File: config.mk
export PLATFORM = sky130hd
export DESIGN_NAME = spectral_oversubtraction_factor
export DESIGN_NICKNAME = d
export VERILOG_FILES = /design/src/rtl/sof_pkg.sv /design/src/rtl/sof_ctrl.sv /design/src/rtl/sof_datapath.sv /design/src/rtl/spectral_oversubtraction_factor.sv
export SDC_FILE = /design/constraint.sdc
export NUM_CORES = 2
export LEC_CHECK = 0
export ABC_CLOCK_PERIOD_IN_PS = 29000
export BUFFER_PORTS_ARGS = -buffer_cell sky130_fd_sc_hd__buf_4
export CAP_MARGIN = 15
export CORE_MARGIN = 4
export CORE_UTILIZATION = 45
export DETAILED_ROUTE_END_ITERATION = 8
export PLACE_DENSITY_LB_ADDON = 0.1
export SYNTH_ARGS = -nofsm -noshare
export SYNTH_HDL_FRONTEND = slang
export SYNTH_SLANG_ARGS = --single-unit
File: constraint.sdc
create_clock -name aclk -period 29 [get_ports aclk]
set_input_delay 0 -clock aclk [delete_from_list [all_inputs] [get_ports aclk]]
set_output_delay 0 -clock aclk [all_outputs]
set_load 0.02 [all_outputs]
File: src/rtl/sof_pkg.sv
// Package for the spectral oversubtraction factor block.
// Holds the controller states, command and status structs, configuration
// layout, fixed-point constants and the log2 table. No dependencies.
package sof_pkg;

    localparam int NW       = 46;   // normalizer width, holds a saturated sum plus one
    localparam int SUM_W    = 44;
    localparam int LOG_W    = 22;   // log2 in Q.16, at most 46 * 2^16
    localparam int MUL_W    = 28;
    localparam int PROD_W   = 2 * MUL_W;
    localparam int DIV_NW   = 38;
    localparam int DEN_W    = 17;
    localparam int REM_W    = 18;
    localparam int DIV_BITS = 2;    // quotient bits per cycle
    localparam int DIV_ITERS = DIV_NW / DIV_BITS;
    localparam int NORM_STEPS = 6;

    localparam logic [1:0] MODE_NONE   = 2'd0;
    localparam logic [1:0] MODE_BIN    = 2'd1;
    localparam logic [1:0] MODE_GLOBAL = 2'd2;

    localparam logic [2:0] REG_MODE     = 3'd0;
    localparam logic [2:0] REG_STRENGTH = 3'd1;
    localparam logic [2:0] REG_UNDERSUB = 3'd2;
    localparam logic [2:0] REG_AMIN     = 3'd3;
    localparam logic [2:0] REG_AMAX     = 3'd4;
    localparam logic [2:0] REG_LO_DB    = 3'd5;
    localparam logic [2:0] REG_HI_DB    = 3'd6;

    localparam logic [25:0] DB_PER_LOG2 = 26'd50504453;
    localparam logic signed [15:0] DB_LOWEST  = -16'sd32768;
    localparam logic signed [15:0] DB_HIGHEST = 16'sd32767;
    localparam logic signed [15:0] GLOBAL_HIGH_DB = 16'sd5120;

    typedef enum logic [4:0] {
        ST_IDLE, ST_DISPATCH, ST_NLOAD, ST_NSTEP, ST_LMUL, ST_LADD, ST_DMUL,
        ST_SNR, ST_DECIDE, ST_SMUL, ST_TOP, ST_SPAN, ST_GHI, ST_GLO,
        ST_DLOAD, ST_DSTEP, ST_RESULT
    } state_t;

    typedef enum logic [2:0] {
        MUL_LOG, MUL_DB, MUL_SCALE, MUL_SPAN, MUL_GHI, MUL_GLO
    } mul_sel_t;

    typedef enum logic [2:0] {
        RES_MIN, RES_TOP, RES_BIN, RES_GMAX, RES_GMIN, RES_GDIV
    } res_sel_t;

    typedef struct packed {
        logic [1:0]         mode;
        logic [15:0]        strength;
        logic [15:0]        undersub;
        logic [15:0]        amin;
        logic [15:0]        amax;
        logic signed [15:0] lo_db;
        logic signed [15:0] hi_db;
    } cfg_t;

    typedef struct packed {
        logic     load_in;
        logic     norm_load;
        logic     norm_sel;     // 0 reference, 1 noise
        logic     norm_step;
        logic     mul_go;
        mul_sel_t mul_sel;
        logic     log_store;
        logic     snr_store;
        logic     top_store;
        logic     div_load;
        logic     div_global;
        logic     div_step;
        logic     res_load;
        res_sel_t res_sel;
    } cmd_t;

    typedef struct packed {
        logic last;
        logic ref_zero;
        logic norm_last;
        logic div_last;
        logic snr_le_lo;
        logic snr_ge_hi;
        logic snr_le_0;
        logic snr_ge_g;
        logic out_free;
    } stat_t;

    function automatic logic [16:0] log2_tab(input logic [4:0] i);
        logic [16:0] v;
        unique case (i)
            5'd0:  v = 17'd0;
            5'd1:  v = 17'd5732;
            5'd2:  v = 17'd11136;
            5'd3:  v = 17'd16248;
            5'd4:  v = 17'd21098;
            5'd5:  v = 17'd25711;
            5'd6:  v = 17'd30109;
            5'd7:  v = 17'd34312;
            5'd8:  v = 17'd38336;
            5'd9:  v = 17'd42196;
            5'd10: v = 17'd45904;
            5'd11: v = 17'd49472;
            5'd12: v = 17'd52911;
            5'd13: v = 17'd56229;
            5'd14: v = 17'd59434;
            5'd15: v = 17'd62534;
            5'd16: v = 17'd65536;
            default: v = 17'd0;
        endcase
        return v;
    endfunction

    function automatic logic [15:0] sat16(input logic signed [39:0] v);
        logic [15:0] r;
        if (v < 40'sd0) begin
            r = 16'd0;
        end else if (v > 40'sd65535) begin
            r = 16'hFFFF;
        end else begin
            r = v[15:0];
        end
        return r;
    endfunction

endpackage

File: src/rtl/sof_ctrl.sv
// Controller of the oversubtraction factor block: sequences the shared
// datapath through log, dB, interpolation and division steps.
// Depends on sof_pkg.
module sof_ctrl (
    input  logic           aclk,
    input  logic           aresetn,
    input  logic           s_tvalid,
    output logic           s_tready,
    input  logic [1:0]     mode,
    input  sof_pkg::stat_t stat,
    output sof_pkg::cmd_t  cmd
);
    import sof_pkg::*;

    state_t   state_reg, state_next;
    logic     nsel_reg, nsel_next;
    res_sel_t res_reg, res_next;

    always_ff @(posedge aclk) begin
        if (!aresetn) begin
            state_reg <= ST_IDLE;
            nsel_reg  <= 1'b0;
            res_reg   <= RES_MIN;
        end else begin
            state_reg <= state_next;
            nsel_reg  <= nsel_next;
            res_reg   <= res_next;
        end
    end

    // Next state.
    always_comb begin
        state_next = state_reg;
        nsel_next  = nsel_reg;
        res_next   = res_reg;
        unique case (state_reg)
            ST_IDLE: begin
                if (s_tvalid) state_next = ST_DISPATCH;
            end
            ST_DISPATCH: begin
                nsel_next = 1'b0;
                if (mode != MODE_BIN && mode != MODE_GLOBAL) begin
                    res_next   = RES_MIN;
                    state_next = ST_RESULT;
                end else if (mode == MODE_GLOBAL && !stat.last) begin
                    state_next = ST_IDLE;
                end else if (stat.ref_zero) begin
                    state_next = ST_SNR;
                end else begin
                    state_next = ST_NLOAD;
                end
            end
            ST_NLOAD: state_next = ST_NSTEP;
            ST_NSTEP: begin
                if (stat.norm_last) state_next = ST_LMUL;
            end
            ST_LMUL: state_next = ST_LADD;
            ST_LADD: begin
                if (!nsel_reg) begin
                    nsel_next  = 1'b1;
                    state_next = ST_NLOAD;
                end else begin
                    state_next = ST_DMUL;
                end
            end
            ST_DMUL: state_next = ST_SNR;
            ST_SNR:  state_next = ST_DECIDE;
            ST_DECIDE: begin
                priority if (mode == MODE_BIN) begin
                    state_next = ST_SMUL;
                end else if (stat.snr_le_0) begin
                    res_next   = RES_GMAX;
                    state_next = ST_RESULT;
                end else if (stat.snr_ge_g) begin
                    res_next   = RES_GMIN;
                    state_next = ST_RESULT;
                end else begin
                    state_next = ST_GHI;
                end
            end
            ST_SMUL: state_next = ST_TOP;
            ST_TOP: begin
                priority if (stat.snr_le_lo) begin
                    res_next   = RES_TOP;
                    state_next = ST_RESULT;
                end else if (stat.snr_ge_hi) begin
                    res_next   = RES_MIN;
                    state_next = ST_RESULT;
                end else begin
                    state_next = ST_SPAN;
                end
            end
            ST_SPAN: state_next = ST_DLOAD;
            ST_GHI:  state_next = ST_GLO;
            ST_GLO:  state_next = ST_DLOAD;
            ST_DLOAD: state_next = ST_DSTEP;
            ST_DSTEP: begin
                if (stat.div_last) begin
                    res_next   = (mode == MODE_GLOBAL) ? RES_GDIV : RES_BIN;
                    state_next = ST_RESULT;
                end
            end
            ST_RESULT: begin
                if (stat.out_free) state_next = ST_IDLE;
            end
            default: state_next = ST_IDLE;
        endcase
    end

    // Outputs.
    always_comb begin
        cmd            = '0;
        cmd.mul_sel    = MUL_LOG;
        cmd.res_sel    = res_reg;
        cmd.norm_sel   = nsel_reg;
        cmd.div_global = (mode == MODE_GLOBAL);
        s_tready       = 1'b0;
        unique case (state_reg)
            ST_IDLE: begin
                s_tready    = 1'b1;
                cmd.load_in = s_tvalid;
            end
            ST_NLOAD: cmd.norm_load = 1'b1;
            ST_NSTEP: cmd.norm_step = 1'b1;
            ST_LMUL: begin
                cmd.mul_go  = 1'b1;
                cmd.mul_sel = MUL_LOG;
            end
            ST_LADD: cmd.log_store = 1'b1;
            ST_DMUL: begin
                cmd.mul_go  = 1'b1;
                cmd.mul_sel = MUL_DB;
            end
            ST_SNR: cmd.snr_store = 1'b1;
            ST_SMUL: begin
                cmd.mul_go  = 1'b1;
                cmd.mul_sel = MUL_SCALE;
            end
            ST_TOP: cmd.top_store = 1'b1;
            ST_SPAN: begin
                cmd.mul_go  = 1'b1;
                cmd.mul_sel = MUL_SPAN;
            end
            ST_GHI: begin
                cmd.mul_go  = 1'b1;
                cmd.mul_sel = MUL_GHI;
            end
            ST_GLO: begin
                cmd.mul_go  = 1'b1;
                cmd.mul_sel = MUL_GLO;
            end
            ST_DLOAD: cmd.div_load = 1'b1;
            ST_DSTEP: cmd.div_step = 1'b1;
            ST_RESULT: cmd.res_load = stat.out_free;
            default: ;
        endcase
    end

endmodule

File: src/rtl/sof_datapath.sv
// Datapath of the oversubtraction factor block: frame sums, log2 normalizer,
// one shared multiplier, a two-bit-per-cycle divider and the result register.
// Depends on sof_pkg.
module sof_datapath #(
    parameter int POWER_BITS = 32
) (
    input  logic           aclk,
    input  logic           aresetn,
    input  sof_pkg::cfg_t  cfg,
    input  sof_pkg::cmd_t  cmd,
    output sof_pkg::stat_t stat,
    input  logic [31:0]    in_ref,
    input  logic [31:0]    in_noise,
    input  logic           in_last,
    input  logic           out_ready,
    output logic           out_valid,
    output logic [15:0]    out_alpha,
    output logic [15:0]    out_beta,
    output logic           out_wide,
    output logic           out_last
);
    import sof_pkg::*;

    localparam logic [31:0] PMASK = (POWER_BITS >= 32) ? 32'hFFFF_FFFF :
                                    32'((64'd1 << POWER_BITS) - 64'd1);
    localparam logic [SUM_W-1:0] SUM_MAX = '1;

    // Frame sums and working operands.
    logic [SUM_W-1:0] sum_ref_reg, sum_noise_reg, xr_reg, xn_reg;
    logic             last_reg;
    logic [SUM_W:0]   ref_add, noise_add;
    logic [SUM_W-1:0] ref_sat, noise_sat;
    logic [31:0]      ref_m, noise_m;

    assign ref_m     = in_ref & PMASK;
    assign noise_m   = in_noise & PMASK;
    assign ref_add   = {1'b0, sum_ref_reg} + (SUM_W + 1)'(ref_m);
    assign noise_add = {1'b0, sum_noise_reg} + (SUM_W + 1)'(noise_m);
    assign ref_sat   = ref_add[SUM_W] ? SUM_MAX : ref_add[SUM_W-1:0];
    assign noise_sat = noise_add[SUM_W] ? SUM_MAX : noise_add[SUM_W-1:0];

    always_ff @(posedge aclk) begin
        if (!aresetn) begin
            sum_ref_reg   <= '0;
            sum_noise_reg <= '0;
        end else if (cmd.load_in) begin
            sum_ref_reg   <= in_last ? '0 : ref_sat;
            sum_noise_reg <= in_last ? '0 : noise_sat;
        end
    end

    always_ff @(posedge aclk) begin
        if (cmd.load_in) begin
            last_reg <= in_last;
            xr_reg   <= (cfg.mode == MODE_GLOBAL) ? ref_sat : SUM_W'(ref_m);
            xn_reg   <= (cfg.mode == MODE_GLOBAL) ? noise_sat : SUM_W'(noise_m);
        end
    end

    // Normalizer: shifts by 32, 16, 8, 4, 2, 1 until the leading one is on top.
    logic [NW-1:0] w_reg;
    logic [5:0]    sh_reg;
    logic [2:0]    ncnt_reg;
    logic [5:0]    amt;
    logic          hi_zero;

    assign amt     = 6'd32 >> ncnt_reg;
    assign hi_zero = ((w_reg >> (7'(NW) - 7'(amt))) == '0);

    always_ff @(posedge aclk) begin
        if (cmd.norm_load) begin
            w_reg    <= cmd.norm_sel ? NW'({1'b0, xn_reg} + (SUM_W + 1)'(1)) : NW'(xr_reg);
            sh_reg   <= '0;
            ncnt_reg <= '0;
        end else if (cmd.norm_step) begin
            ncnt_reg <= ncnt_reg + 3'd1;
            if (hi_zero) begin
                w_reg  <= w_reg << amt;
                sh_reg <= sh_reg + amt;
            end
        end
    end

    logic [3:0]       tidx;
    logic [15:0]      trem;
    logic [16:0]      ta, tb;
    logic [5:0]       expo;
    logic [LOG_W-1:0] log_val, lr_reg, ln_reg;

    assign tidx    = w_reg[NW-2 -: 4];
    assign trem    = w_reg[NW-6 -: 16];
    assign ta      = log2_tab({1'b0, tidx});
    assign tb      = log2_tab(5'({1'b0, tidx}) + 5'd1);
    assign expo    = 6'(NW - 1) - sh_reg;

    // Shared multiplier with a registered product.
    logic signed [MUL_W-1:0]  mul_a, mul_b;
    logic signed [PROD_W-1:0] prod_reg, prod_new;
    logic signed [15:0]       snr_reg;
    logic signed [23:0]       xs_reg, top_reg;
    logic signed [16:0]       amp_diff;
    logic signed [17:0]       snr_lo, g_hi;
    logic signed [LOG_W:0]    dlog;
    logic [LOG_W-1:0]         dmag;

    assign log_val  = LOG_W'({expo, 16'd0}) + LOG_W'(ta) + LOG_W'(prod_reg[31:16]);
    assign amp_diff = $signed({1'b0, cfg.amax}) - $signed({1'b0, cfg.amin});
    assign snr_lo   = 18'(snr_reg) - 18'(cfg.lo_db);
    assign g_hi     = 18'(GLOBAL_HIGH_DB) - 18'(snr_reg);
    assign dlog     = $signed({1'b0, lr_reg}) - $signed({1'b0, ln_reg});
    assign dmag     = dlog[LOG_W] ? LOG_W'(-dlog) : LOG_W'(dlog);

    always_comb begin
        unique case (cmd.mul_sel)
            MUL_LOG: begin
                mul_a = MUL_W'(tb - ta);
                mul_b = MUL_W'(trem);
            end
            MUL_DB: begin
                mul_a = MUL_W'(dmag);
                mul_b = MUL_W'(DB_PER_LOG2);
            end
            MUL_SCALE: begin
                mul_a = MUL_W'(cfg.strength);
                mul_b = MUL_W'(amp_diff);
            end
            MUL_SPAN: begin
                mul_a = MUL_W'(snr_lo);
                mul_b = MUL_W'(xs_reg);
            end
            MUL_GHI: begin
                mul_a = MUL_W'(g_hi);
                mul_b = MUL_W'(cfg.strength);
            end
            MUL_GLO: begin
                mul_a = MUL_W'(snr_reg);
                mul_b = MUL_W'(cfg.amin);
            end
            default: begin
                mul_a = '0;
                mul_b = '0;
            end
        endcase
    end

    assign prod_new = mul_a * mul_b;

    always_ff @(posedge aclk) begin
        if (cmd.mul_go) begin
            prod_reg <= (cmd.mul_sel == MUL_GLO) ? prod_reg + prod_new : prod_new;
        end
    end

    always_ff @(posedge aclk) begin
        if (cmd.log_store) begin
            if (cmd.norm_sel) ln_reg <= log_val;
            else lr_reg <= log_val;
        end
    end

    // dB value from the product, rounded, clamped, sign restored.
    logic [PROD_W-1:0]     prod_abs, db_round;
    logic [17:0]           qdb;
    logic signed [15:0]    snr_val;

    assign prod_abs = prod_reg[PROD_W-1] ? PROD_W'(-prod_reg) : PROD_W'(prod_reg);
    assign db_round = PROD_W'(prod_reg) + PROD_W'(64'h8000_0000);
    assign qdb      = db_round[49:32];

    always_comb begin
        if (stat.ref_zero) begin
            snr_val = DB_LOWEST;
        end else if (dlog[LOG_W]) begin
            snr_val = (qdb > 18'd32768) ? DB_LOWEST : 16'(-$signed({1'b0, qdb}));
        end else begin
            snr_val = (qdb > 18'd32767) ? DB_HIGHEST : 16'(qdb);
        end
    end

    // Scaled maximum: rounded product / 4096, halves away from zero.
    logic [PROD_W-1:0] scale_mag;
    logic signed [23:0] xs_val;

    assign scale_mag = (prod_abs + PROD_W'(2048)) >> 12;
    assign xs_val    = prod_reg[PROD_W-1] ? -24'(scale_mag) : 24'(scale_mag);

    always_ff @(posedge aclk) begin
        if (cmd.snr_store) snr_reg <= snr_val;
        if (cmd.top_store) begin
            xs_reg  <= xs_val;
            top_reg <= 24'(cfg.amin) + xs_val;
        end
    end

    // Restoring divider, two quotient bits a cycle.
    logic [DIV_NW-1:0] dnum_reg, dnum_nx;
    logic [REM_W-1:0]  rem_reg, rem_nx;
    logic [DEN_W-1:0]  den_reg, den_val;
    logic              dneg_reg;
    logic [4:0]        dcnt_reg;
    logic signed [DEN_W-1:0] span;

    assign span    = DEN_W'(cfg.hi_db) - DEN_W'(cfg.lo_db);
    assign den_val = cmd.div_global ? DEN_W'(GLOBAL_HIGH_DB) : DEN_W'(span);

    always_comb begin
        dnum_nx = dnum_reg;
        rem_nx  = rem_reg;
        for (int k = 0; k < DIV_BITS; k++) begin
            rem_nx  = {rem_nx[REM_W-2:0], dnum_nx[DIV_NW-1]};
            dnum_nx = {dnum_nx[DIV_NW-2:0], 1'b0};
            if (rem_nx >= REM_W'(den_reg)) begin
                rem_nx     = rem_nx - REM_W'(den_reg);
                dnum_nx[0] = 1'b1;
            end
        end
    end

    always_ff @(posedge aclk) begin
        if (cmd.div_load) begin
            den_reg  <= den_val;
            dneg_reg <= prod_reg[PROD_W-1];
            dnum_reg <= DIV_NW'(prod_abs) + DIV_NW'(den_val >> 1);
            rem_reg  <= '0;
            dcnt_reg <= '0;
        end else if (cmd.div_step) begin
            dnum_reg <= dnum_nx;
            rem_reg  <= rem_nx;
            dcnt_reg <= dcnt_reg + 5'd1;
        end
    end

    // Result selection and output register.
    logic signed [39:0] quo, bin_val;
    logic [15:0]        alpha_sel;
    logic               glob;

    assign quo     = 40'($signed({1'b0, dnum_reg}));
    assign bin_val = 40'(top_reg) - (dneg_reg ? -quo : quo);
    assign glob    = (cmd.res_sel == RES_GMAX) || (cmd.res_sel == RES_GMIN) ||
                     (cmd.res_sel == RES_GDIV);

    always_comb begin
        unique case (cmd.res_sel)
            RES_MIN:  alpha_sel = cfg.amin;
            RES_TOP:  alpha_sel = sat16(40'(top_reg));
            RES_BIN:  alpha_sel = sat16(bin_val);
            RES_GMAX: alpha_sel = cfg.strength;
            RES_GMIN: alpha_sel = cfg.amin;
            RES_GDIV: alpha_sel = sat16(quo);
            default:  alpha_sel = cfg.amin;
        endcase
    end

    always_ff @(posedge aclk) begin
        if (!aresetn) begin
            out_valid <= 1'b0;
        end else if (cmd.res_load) begin
            out_valid <= 1'b1;
        end else if (out_ready) begin
            out_valid <= 1'b0;
        end
    end

    always_ff @(posedge aclk) begin
        if (cmd.res_load) begin
            out_alpha <= alpha_sel;
            out_beta  <= glob ? cfg.undersub : 16'd0;
            out_wide  <= glob;
            out_last  <= last_reg;
        end
    end

    assign stat.last      = last_reg;
    assign stat.ref_zero  = (xr_reg == '0);
    assign stat.norm_last = (ncnt_reg == 3'(NORM_STEPS - 1));
    assign stat.div_last  = (dcnt_reg == 5'(DIV_ITERS - 1));
    assign stat.snr_le_lo = (snr_reg <= cfg.lo_db);
    assign stat.snr_ge_hi = (snr_reg >= cfg.hi_db);
    assign stat.snr_le_0  = (snr_reg <= 16'sd0);
    assign stat.snr_ge_g  = (snr_reg >= GLOBAL_HIGH_DB);
    assign stat.out_free  = !out_valid || out_ready;

endmodule

File: src/rtl/spectral_oversubtraction_factor.sv
// Top level of the spectral oversubtraction factor block.
// Holds the configuration registers and joins sof_ctrl and sof_datapath.
// Depends on sof_pkg, sof_ctrl and sof_datapath.
//
// Usage: one spectral bin is a transfer on the s_ channel: reference power and
// noise power in s_tdata, the last bin of a frame flagged by s_tlast. Each bin
// yields at most one result transfer on the m_ channel: alpha and beta in
// m_tdata, the frame-wide flag in m_tuser and a copy of the last flag in m_tlast.
// In global mode only the last bin of a frame gives a result; the frame sums
// are kept for every bin in every mode and cleared after each last bin.
// The block works on one bin at a time and takes no new bin before it is through
// with the last one. A bin in mode none goes straight to the result register.
// A per-bin SNR bin passes through two log2 evaluations with a six-step
// normalizer each, a shared multiplier, and a restoring divider that retires
// two quotient bits a cycle. Global results on the last bin use the same log2
// evaluations, multiplier and divider; other global bins give no result.
// The result waits in an output register; a bin may be accepted while it waits,
// and a finished result stalls until the receiver takes the pending one.
// Synchronous active-low reset empties the output register, clears the frame
// sums and loads the register defaults. Configuration is written through
// cfg_wr_en, cfg_addr and cfg_wdata while no bin is in flight.
module spectral_oversubtraction_factor #(
    parameter int POWER_BITS = 32
) (
    input  logic        aclk,
    input  logic        aresetn,
    input  logic        s_tvalid,
    output logic        s_tready,
    input  logic [63:0] s_tdata,   // reference_power [31:0], noise_power [63:32]
    input  logic        s_tlast,   // last_bin
    output logic        m_tvalid,
    input  logic        m_tready,
    output logic [31:0] m_tdata,   // alpha_factor [15:0], beta_factor [31:16]
    output logic        m_tuser,   // frame_wide
    output logic        m_tlast,   // last_of_frame
    input  logic        cfg_wr_en,
    input  logic [2:0]  cfg_addr,
    input  logic [15:0] cfg_wdata
);
    import sof_pkg::*;

    cfg_t  cfg_reg;
    cmd_t  cmd;
    stat_t stat;
    logic [15:0] alpha, beta;

    // Register writes take effect at the clock edge; unknown indexes are dropped.
    always_ff @(posedge aclk) begin
        if (!aresetn) begin
            cfg_reg.mode     <= MODE_NONE;
            cfg_reg.strength <= 16'd4096;
            cfg_reg.undersub <= 16'd0;
            cfg_reg.amin     <= 16'd4096;
            cfg_reg.amax     <= 16'd24576;
            cfg_reg.lo_db    <= -16'sd1280;
            cfg_reg.hi_db    <= 16'sd5120;
        end else if (cfg_wr_en) begin
            unique case (cfg_addr)
                REG_MODE:     cfg_reg.mode     <= cfg_wdata[1:0];
                REG_STRENGTH: cfg_reg.strength <= cfg_wdata;
                REG_UNDERSUB: cfg_reg.undersub <= cfg_wdata;
                REG_AMIN:     cfg_reg.amin     <= cfg_wdata;
                REG_AMAX:     cfg_reg.amax     <= cfg_wdata;
                REG_LO_DB:    cfg_reg.lo_db    <= cfg_wdata;
                REG_HI_DB:    cfg_reg.hi_db    <= cfg_wdata;
                default: ;
            endcase
        end
    end

    sof_ctrl u_ctrl (
        .aclk     (aclk),
        .aresetn  (aresetn),
        .s_tvalid (s_tvalid),
        .s_tready (s_tready),
        .mode     (cfg_reg.mode),
        .stat     (stat),
        .cmd      (cmd)
    );

    sof_datapath #(
        .POWER_BITS (POWER_BITS)
    ) u_dp (
        .aclk      (aclk),
        .aresetn   (aresetn),
        .cfg       (cfg_reg),
        .cmd       (cmd),
        .stat      (stat),
        .in_ref    (s_tdata[31:0]),
        .in_noise  (s_tdata[63:32]),
        .in_last   (s_tlast),
        .out_ready (m_tready),
        .out_valid (m_tvalid),
        .out_alpha (alpha),
        .out_beta  (beta),
        .out_wide  (m_tuser),
        .out_last  (m_tlast)
    );

    assign m_tdata = {beta, alpha};

    // A frame-wide result only ever comes from the last bin of a frame.
    a_wide_is_last: assert property (@(posedge aclk) disable iff (!aresetn)
        m_tvalid && m_tuser |-> m_tlast)
        else $error("frame-wide result not marked last");

    // Frame-wide results are produced only in global mode.
    a_wide_mode: assert property (@(posedge aclk) disable iff (!aresetn)
        m_tvalid && m_tuser |-> cfg_reg.mode == MODE_GLOBAL)
        else $error("frame-wide result outside global mode");

    // Per-bin and pass-through results carry a zero beta.
    a_beta_zero: assert property (@(posedge aclk) disable iff (!aresetn)
        m_tvalid && !m_tuser |-> m_tdata[31:16] == 16'd0)
        else $error("nonzero beta on a per-bin result");

endmodule

==> reports/metrics.csv <==
metric,value,unit
numCtsBuffers,76,
grt_max_degree,111,
syn-cell-area,77900,µm²
place_ws,13.45,ns
layout.nets,10565,
grt_pass1_vias,65076,
ant_nets,0,
grt_usage,28.7,%
hp-class,in2reg,
finalHoldViolations,0,
area_growth,9.18,%
postSynthCellCount,9151,
holdBufCountCts,93,
fp.dieH,424,µm
cts_max_level,3,
ys_types,103,
max_stage_delay,0.64,ns
layout-drive-gt1-share,5.73,%
die_w,424,µm
post-route-drc-count,0,
max_freq,63.6,MHz
ys.flop_type,edfxtp_1,
tns,0,ns
clock_sinks,632,
largest_reg_flops,98,
syn-num-nets,10540,
period_share,54.3,%
dr.pass1.iters,8,
skew,0.0395,ns
cp_common_cell,fa_1,
root_buffer,clkbuf_16,
critical_path_arrival,16.16,ns
cts_setup_buffers,0,
worstSetupPathType,reg2reg,
fin_ws,13.27,ns
endpoint_kind,flop,
synth_top_area_share,18.8,%
first_iter_violations,5809,
fin_cells,11549,
fillers,16732,
gp_congestion,0.985,
worstMarginPinSlew,1.28,ns
port_buffers,124,
seq_area_frac_synth,21.2,%
syn_avg_cell_area,8.51,µm²
cts.clk_slew.worst_paths,0.07,ns
start_util,45.3,%
wire_per_inst,22.7,µm
core.rowCount,152,
synthArstFlopShare,0,%
maxCapViolCount,0,
cts_tree,yes,
ios,125,
viasPerCell,5.83,
coreArea,172000,µm²
finalSetupViolCount,0,
critPathRequiredTime,29.43,ns
vias,67335,
synth_common_cells,"inv_1, nand2_1, fa_1",
antenna_found_initial,6,
grt_overflow_total,0,
status,"complete, no violations",
clock_path_buffers,3,
clock_latency,0.69,ns
synth_seq_cells,632,
grt_pass1_wl,400,mm
critPathLaunchType,flop,
place_hpwl,204,mm
min_period,15.73,ns
ys_warn_count,0,
synth_edf_count,389,
synth_most_common_cell,inv_1,
synthTopCellsByArea,"fa_1, edfxtp_1, ha_1",
maxSlewHeadroom,14.4,%
drv_slew,0,
critPathSlowestCell,edfxtp_1,
cts_resized,0,
dpl.cell_count,11307,
synth_top_cell_by_area,fa_1,
grt_setup_unrepaired,false,
drt_wl_total,262,mm
dieArea,180000,µm²
critPathMaxFanout,44,
[critical path: cells and delay by family, from the launching register on]
family                     cells  cell delay (ns)
DFF                            1             0.64
and+or+nand+nor               10             1.66
buffers and inverters          8             1.09
adders and majority gates     12             5.59
xor gates and xnor gates       3             1.03
AOI/OAI and AO/OA             23             5.39
[through the flow]
| stage | hold WS (ns) | util, % | instance area, µm² |
|---|---|---|---|
| floorplan | 0.0989 | - | 77900 |
| global placement | 0.326 | 47.4 | 81500 |
| detailed placement | 0.339 | 47.4 | 81500 |
| CTS | 0.150 | 49.4 | 85000 |
| global route | 0.180 | 49.5 | 85100 |
| finish | 0.195 | 49.5 | 85100 |
[cell type report]
class	count	area (µm²)	area share, %
clock buffer	104	2140	2.52
clock inverter	36	418	0.491
multi-input combinational	6973	55900	65.7
timing repair buffer	351	2890	3.40
antenna	1	2.50	0.00294
sequential	632	16500	19.5
tap	2310	2890	3.40
inverter	1142	4290	5.04
[placed cells by master (no fill, tap or decap), types with 111 or more instances in the layout]
cell,count
edfxtp_1,389
o21ai_0,483
xor2_1,221
buf_4,253
ha_1,569
a21boi_0,127
dfxtp_1,242
nor3_1,149
nand2_1,1107
a21oi_1,481
a21o_1,200
and2_1,111
inv_1,1134
nor2_1,584
nor2b_1,169
mux2i_1,166
nand3_1,161
fa_1,730
xnor2_1,299
[kinds of logic (layout without fill, tap and decap cells)]
kind of cell | Yosys count | in the layout | synth area share [%]
xor+xnor | 523 | 523 | 5.93
buf+inv | 1546 | 1633 | 7.48
simple gates | 2858 | 2858 | 17.3
compound gates | 2110 | 2110 | 17.7
fa+ha+maj | 1300 | 1300 | 27.9
other cells | 0 | 1 | 0
mux | 182 | 182 | 2.42
flops | 632 | 632 | 21.2
[final timing paths]
path	start	endpoint	slack, ns	cells after the start
worst max-delay path	u_dp.w_reg[41]$_DFFE_PP_	u_dp.prod_reg[55]$_DFFE_PN_	13.27	56
worst min-delay path	cfg_wdata[6]	cfg_reg[6]$_SDFFE_PN0P_	0.20	4
worst max register to register	u_dp.w_reg[41]$_DFFE_PP_	u_dp.prod_reg[55]$_DFFE_PN_	13.27	56
worst min register to register	u_dp.sum_ref_reg[29]$_SDFFE_PN0P_	u_dp.sum_ref_reg[29]$_SDFFE_PN0P_	0.46	2
[metal layers]
metal | global-route usage, % | part of all wire [%] | up-vias
met3 | 3.77 | 6.4 | 447
met5 | 0 | 0.0050 | -
met1 | 40.7 | 45 | 33226
li1 | - | - | 31451
met2 | 45.1 | 45 | 2209
met4 | 9.74 | 4.0 | 2
Power is not shown: default switching activity piles up to over one toggle a cycle in this logic, so the estimate is an artifact.
